File: config.mk
export PLATFORM = sky130hd
export DESIGN_NAME = crng_cell
export DESIGN_NICKNAME = d
export VERILOG_FILES = /design/src/crng_pkg.sv /design/src/crng_cell.sv
export SDC_FILE = /design/constraint.sdc
export NUM_CORES = 1
export LEC_CHECK = 0
export BUFFER_PORTS_ARGS = -buffer_cell sky130_fd_sc_hd__buf_2
export CORE_AREA = 2 2 402 404
export CTS_BUF_LIST = sky130_fd_sc_hd__clkbuf_2
export DETAILED_ROUTE_END_ITERATION = 6
export DIE_AREA = 0 0 404 406
export SKIP_LAST_GASP = 1
export SLEW_MARGIN = 10
export SYNTH_ARGS = -nofsm -noshare
export SYNTH_HDL_FRONTEND = slang
export SYNTH_SLANG_ARGS = --single-unit
File: constraint.sdc
create_clock -name clk -period 5.68 [get_ports clk]
set_input_delay 0.568 -clock clk [delete_from_list [all_inputs] [get_ports clk]]
set_output_delay 0.568 -clock clk [all_outputs]
set_load 0.05 [all_outputs]
File: src/crng_pkg.sv
// ----------------------------------------------------------------------------
// crng_pkg: shared types and constants of the counter-mode random generator
// Block layout constants, config register indexes and the rotate helper.
// ----------------------------------------------------------------------------
package crng_pkg;

  typedef logic [31:0] word_t;
  typedef word_t [15:0] block_t;

  localparam int CFG_INDEX_W = 8;
  typedef logic [CFG_INDEX_W-1:0] cfg_index_t;

  localparam cfg_index_t CFG_SEED_KEY = cfg_index_t'(0);
  localparam cfg_index_t CFG_MIX_KEY  = cfg_index_t'(1);

  // "expand 32-byte k"
  localparam word_t SIGMA0 = 32'h61707865;
  localparam word_t SIGMA1 = 32'h3320646e;
  localparam word_t SIGMA2 = 32'h79622d32;
  localparam word_t SIGMA3 = 32'h6b206574;

  // fixed key words 8..11
  localparam word_t FIXED_KEY0 = 32'h9E3779B9;
  localparam word_t FIXED_KEY1 = 32'h7F4A7C15;
  localparam word_t FIXED_KEY2 = 32'h85EBCA6B;
  localparam word_t FIXED_KEY3 = 32'hC2B2AE35;

  // nonce words 14, 15
  localparam word_t NONCE0 = 32'h12345678;
  localparam word_t NONCE1 = 32'h9ABCDEF0;

  // add-xor-rotate steps per double round
  localparam int STEPS_PER_DR = 8;

  function automatic word_t rotl32(input word_t v, input int n);
    rotl32 = (v << n) | (v >> (32 - n));
  endfunction

endpackage

File: src/crng_cell.sv
// ----------------------------------------------------------------------------
// crng_cell: one add-xor-rotate step of a ChaCha double round
// Applies one step to all four quarter rounds and registers the block.
// ----------------------------------------------------------------------------
module crng_cell #(
  parameter int STEP = 0   // 0..7 within a double round
) (
  input  logic             clk,
  input  logic             rst,
  input  logic             en,
  input  logic             in_valid,
  input  crng_pkg::block_t in_block,
  output logic             out_valid,
  output crng_pkg::block_t out_block
);

  localparam bit DIAG = (STEP / 4) == 1;
  localparam int SUB  = STEP % 4;
  localparam int ROT  = (SUB == 0) ? 16 : (SUB == 1) ? 12 : (SUB == 2) ? 8 : 7;

  crng_pkg::block_t blk_next;

  always_comb begin
    logic [3:0] ia, ib, ic, id;
    blk_next = in_block;
    for (int q = 0; q < 4; q++) begin
      ia = 4'(q);
      ib = DIAG ? 4'(4 + ((q + 1) % 4))  : 4'(4 + q);
      ic = DIAG ? 4'(8 + ((q + 2) % 4))  : 4'(8 + q);
      id = DIAG ? 4'(12 + ((q + 3) % 4)) : 4'(12 + q);
      if (SUB == 0 || SUB == 2) begin
        // a += b; d = (d ^ a) <<< r
        blk_next[ia] = in_block[ia] + in_block[ib];
        blk_next[id] = crng_pkg::rotl32(in_block[id] ^ blk_next[ia], ROT);
      end else begin
        // c += d; b = (b ^ c) <<< r
        blk_next[ic] = in_block[ic] + in_block[id];
        blk_next[ib] = crng_pkg::rotl32(in_block[ib] ^ blk_next[ic], ROT);
      end
    end
  end

  always_ff @(posedge clk) begin
    if (rst) begin
      out_valid <= 1'b0;
    end else if (en) begin
      out_valid <= in_valid;
    end
  end

  always_ff @(posedge clk) begin
    if (en) begin
      out_block <= blk_next;
    end
  end

endmodule

==> impl_metrics.tcl, run 1 <==
set metrics [dict create \
    yosysTopAreaCellShare_pct 67.1 \
    syn-cell-area_mm2 0.0229 \
    tritoncts.num_buffers 153 \
    synth_nets 2152 \
    dpl-instance-area_mm2 0.0307 \
    async_flop_share_pct 0 \
    dp_hpwl_mm 94.6 \
    synth_enable_flop_cells 512 \
    cts_resized 0 \
    die_width_um 404 \
    run.stop_error "[ERROR RSZ-0060] Max buffer count reached." \
    synth-seq-cells 513 \
    io_pins 1029 \
    postSynthCellCount 1508 \
    most_area_consuming_cells_after_synthesis "sky130_fd_sc_hd__edfxtp_1, sky130_fd_sc_hd__ha_1, sky130_fd_sc_hd__xor2_1" \
    cts.sinks 513 \
    outcome "did not finish" \
    yosys_warnings 0 \
    synth.largest_area_cell "sky130_fd_sc_hd__edfxtp_1" \
    cts-root-to-sink-buffers 3 \
    ys.flop_type "sky130_fd_sc_hd__edfxtp_1" \
    post-cts-setup-buffer-count 0 \
    synth.avg_cell_area_um2 15.2 \
    ctsRootBufferMaster "sky130_fd_sc_hd__clkbuf_2" \
    haltStage "clock tree synthesis (4_1_cts)" \
    fp.dieH_um 406 \
    row_count 147 \
    yosysUniqueCellTypes 71 \
    start_util_pct 14.3 \
    port-buffer-count 1028 \
    htree_num_levels 4 \
    ctsHoldBuffers 979 \
    gp_routability_congestion 0.902 \
    sequential_area_share_after_synthesis_pct 67.2 \
]
[cell usage after synthesis, types with 2 or more instances]
cell,number
sky130_fd_sc_hd__xnor3_1,2
sky130_fd_sc_hd__nor2_1,44
sky130_fd_sc_hd__nor3_1,4
sky130_fd_sc_hd__nand2b_1,10
sky130_fd_sc_hd__or2_2,4
sky130_fd_sc_hd__and2_1,6
sky130_fd_sc_hd__ha_1,124
sky130_fd_sc_hd__and4_1,3
sky130_fd_sc_hd__a21oi_1,113
sky130_fd_sc_hd__inv_1,20
sky130_fd_sc_hd__o221a_2,2
sky130_fd_sc_hd__o21ba_2,4
sky130_fd_sc_hd__a211oi_2,3
sky130_fd_sc_hd__a2111oi_0,2
sky130_fd_sc_hd__o211ai_1,5
sky130_fd_sc_hd__o21ai_0,68
sky130_fd_sc_hd__clkbuf_1,19
sky130_fd_sc_hd__a21bo_2,3
sky130_fd_sc_hd__o21a_1,14
sky130_fd_sc_hd__a211oi_1,12
sky130_fd_sc_hd__a2bb2oi_1,2
sky130_fd_sc_hd__o31a_1,4
sky130_fd_sc_hd__or3_1,3
sky130_fd_sc_hd__o2111ai_1,2
sky130_fd_sc_hd__nand3_1,23
sky130_fd_sc_hd__a21o_1,62
sky130_fd_sc_hd__o22a_1,3
sky130_fd_sc_hd__fa_1,4
sky130_fd_sc_hd__a31o_2,4
sky130_fd_sc_hd__nor4_1,3
sky130_fd_sc_hd__xor2_1,167
sky130_fd_sc_hd__nand4_1,15
sky130_fd_sc_hd__xnor2_1,83
sky130_fd_sc_hd__edfxtp_1,512
sky130_fd_sc_hd__o21bai_1,18
sky130_fd_sc_hd__nor2b_1,14
sky130_fd_sc_hd__nand2_1,58
sky130_fd_sc_hd__a311oi_1,2
sky130_fd_sc_hd__a41oi_1,6
sky130_fd_sc_hd__a221oi_1,3
sky130_fd_sc_hd__o22ai_1,2
sky130_fd_sc_hd__a31oi_1,16
sky130_fd_sc_hd__and3_1,12
[cell families after synthesis]
family | count (synthesis) | synth area share [%]
flops | 513 | 67.2
compound gates | 368 | 10.6
xor+xnor | 253 | 9.86
simple gates | 204 | 4.44
fa+ha+maj | 128 | 7.12
buf+inv | 41 | 0.705
mux | 1 | 0.0437
[metrics by stage]
step                hold WS (ns)  cells  setup WS, ns
global placement           0.475   4610          1.67
floorplan                  0.640   1508          2.39
detailed placement         0.512   4610          1.59
==> run 2, diff against run 1 <==
Settings changed: CTS_BUF_LIST sky130_fd_sc_hd__clkbuf_2 to default, PLACE_DENSITY_LB_ADDON from default to 0.15.
==> impl_metrics.tcl, run 2 <==
set metrics [dict create \
    clock.fmax_mhz 303 \
    yosysUniqueCellTypes 71 \
    peakVddDrop_v 0.000184 \
    timing.final.crit_period_ns 3.30 \
    antenna_violating_nets_post_route 0 \
    global_route_wire_length_before_repair_mm 141 \
    initial_antenna_violation_count 46 \
    outcome "finished, final reports clean" \
    final_core_utilization_pct 21.1 \
    critical_path_required_ns 6.07 \
    die_area_mm2 0.164 \
    synth.largest_area_cell "sky130_fd_sc_hd__edfxtp_1" \
    sequential_area_share_after_synthesis_pct 67.2 \
    io_pins 1029 \
    min_path_type "in -> reg" \
    combinationalPowerShare_pct 28.6 \
    seq_pwr_share_pct 37.0 \
    globalRouteTotalUtil_pct 12.2 \
    gp_routability_congestion 0.784 \
    synth.avg_cell_area_um2 15.2 \
    most_area_consuming_cells_after_synthesis "sky130_fd_sc_hd__edfxtp_1, sky130_fd_sc_hd__ha_1, sky130_fd_sc_hd__xor2_1" \
    intPower_uw 8420 \
    wirelength_mm 104 \
    async_flop_share_pct 0 \
    yosys_warnings 0 \
    layout-drive-gt1-share_pct 42.8 \
    yosysTopAreaCellShare_pct 67.1 \
    synth_most_common_cell "sky130_fd_sc_hd__edfxtp_1" \
    timing.critical_path.buf_inv 1 \
    crit_path_start_kind "primary input" \
    setup_viol 0 \
    critPathSlowestCell "sky130_fd_sc_hd__a211oi_1" \
    synth_enable_flop_cells 512 \
    max_flop_register "out_block" \
    drtIter0Drc 768 \
    htree_num_levels 3 \
    global_route_total_overflow 0 \
    cp_cell_sequence "buf_2 > ha_1 > nand3_1 > nor2_1 > o311a_1 > o2111ai_1 > a211oi_1 > nor2b_1 > o21ai_0 > a41oi_1 > xnor2_1" \
    die_width_um 404 \
    final.setup.tns_ns 0 \
    syn-cell-area_mm2 0.0229 \
    wl_per_cell_um 21.7 \
    dp_hpwl_mm 85.7 \
    post-route-drc-count 0 \
    hold_violations 0 \
    reg_top3 "out_block: 512 flops, out_valid: 1 flops" \
    slowest_delay_ns 0.67 \
    mostFrequentLayoutCell "sky130_fd_sc_hd__buf_2" \
    netSwitchingPower_uw 4930 \
    ctsRootBufferMaster "sky130_fd_sc_hd__clkbuf_16" \
    cp.arrival_ns 3.69 \
    maxSlewHeadroom_pct 44.7 \
    cts.sinks 513 \
    total_leakage_power_uw 0.0140 \
    power_density_mw_per_mm2 396 \
    slew_viol_final 0 \
    worst_slew_pin_slew_ns 0.829 \
    fin_worst_skew_ns 0 \
    fin_total_pwr_uw 13400 \
    grt_start_max_net_pins 125 \
    drt-pass1-iter-count 5 \
    finalNetCount 3312 \
    timing.critical_path.max_delay_family "compound AO/OA/AOI/OAI gates" \
    final.period_utilization_pct 58.2 \
    cell_types_with_the_highest_counts_after_synthesis "sky130_fd_sc_hd__edfxtp_1, sky130_fd_sc_hd__xor2_1, sky130_fd_sc_hd__ha_1" \
    layout.cells.most_common_list "sky130_fd_sc_hd__buf_2, sky130_fd_sc_hd__edfxtp_1, sky130_fd_sc_hd__xor2_1, sky130_fd_sc_hd__ha_1, sky130_fd_sc_hd__a21oi_1" \
    postSynthCellCount 1508 \
    largest_register_ffs 512 \
    grt_setup_unrepaired "false" \
    first_global_vias 18101 \
    synth_nets 2152 \
    dpl-instance-area_mm2 0.0307 \
    tritoncts "yes" \
    port-buffer-count 1028 \
    path_clk_slew_ns 0.06 \
    ctsHoldBuffers 68 \
    criticalPathCategory "in -> reg" \
    cap_violations 0 \
    crit_path_end_kind "register" \
    areaGrowthSynthToFinish_pct 47.2 \
    ys.flop_type "sky130_fd_sc_hd__edfxtp_1" \
    drt-vias-per-instance 3.62 \
    switching_share_pct 36.9 \
    row_count 147 \
    cts-root-to-sink-buffers 3 \
    detailroute.via_count 17434 \
    design.core.area_mm2 0.160 \
    clock_power_share_pct 34.4 \
    tritoncts.num_buffers 72 \
    fp.dieH_um 406 \
    synth-seq-cells 513 \
    worst_skew_pair.late_latency_ns 0.64 \
    start_util_pct 14.3 \
    crit_fanout 5 \
    post-cts-setup-buffer-count 0 \
    final_area_mm2 0.0337 \
    cts_resized 0 \
]
run 2: power by group through the flow:
stage          Sequential [µW]  Clock (µW)  Combinational, µW
2_1_floorplan             6700           0                835
3_3_place_gp              5020           0               3870
3_5_place_dp              5020           0               3850
4_1_cts                   4950        4810               3900
5_1_grt                   4990        4920               4040
6_report                  4940        4600               3820
run 2: area by class of cell:
class / instances / area, µm²
Inverter: 20 / 75.1
Multi-Input combinational cell: 954 / 7340
Clock buffer: 87 / 1860
Timing Repair Buffer: 1107 / 5940
Sequential cell: 513 / 15400
Fill cell: 17375 / 126000
Clock inverter: 38 / 457
Tap cell: 2086 / 2610
Antenna cell: 12 / 30.0
run 2: routing by layer:
metal	vias to the layer above	GRT usage (%)	wire length (µm)
li1	8154	-	-
met3	152	4.83	9470
met2	756	21.2	51700
met1	8344	13.6	40000
met5	-	0	166
met4	28	3.80	2970
run 2: worst reg2reg max path: stages (launching register included):
cell	delay [ns]
sky130_fd_sc_hd__dfxtp_1	0.30
sky130_fd_sc_hd__mux2i_1	0.12
sky130_fd_sc_hd__nor2_1	0.05
run 2: metrics by stage:
stage / instances / worst slack, ns / hold WS, ns
3_5_place_dp: 4612 / 1.60 / 0.476
2_1_floorplan: 1508 / 2.39 / 0.640
6_report: 4817 / 2.38 / 0.0913
3_3_place_gp: 4612 / 1.71 / 0.473
4_1_cts: 4805 / 2.37 / 0.000617
5_1_grt: 4809 / 2.17 / 0.00782
run 2: final timing paths:
path	startpoint	endpoint	slack, ns	depth (start not counted)
worst max-delay path	in_block[162]	out_block[63]	2.38	11
worst min-delay path	in_block[350]	out_block[350]	0.09	1
worst min register to register	out_valid	out_valid	0.48	2
worst max register to register	out_valid	out_valid	5.11	2
run 2: kinds of logic after synthesis:
kind of cell    share of synthesized area, %
flops                                   67.2
compound gates                          10.6
xor+xnor                                9.86
simple gates                            4.44
fa+ha+maj                               7.12
buf+inv                                0.705
mux                                   0.0437
No activity file was read; power rests on OpenSTA's default activity.
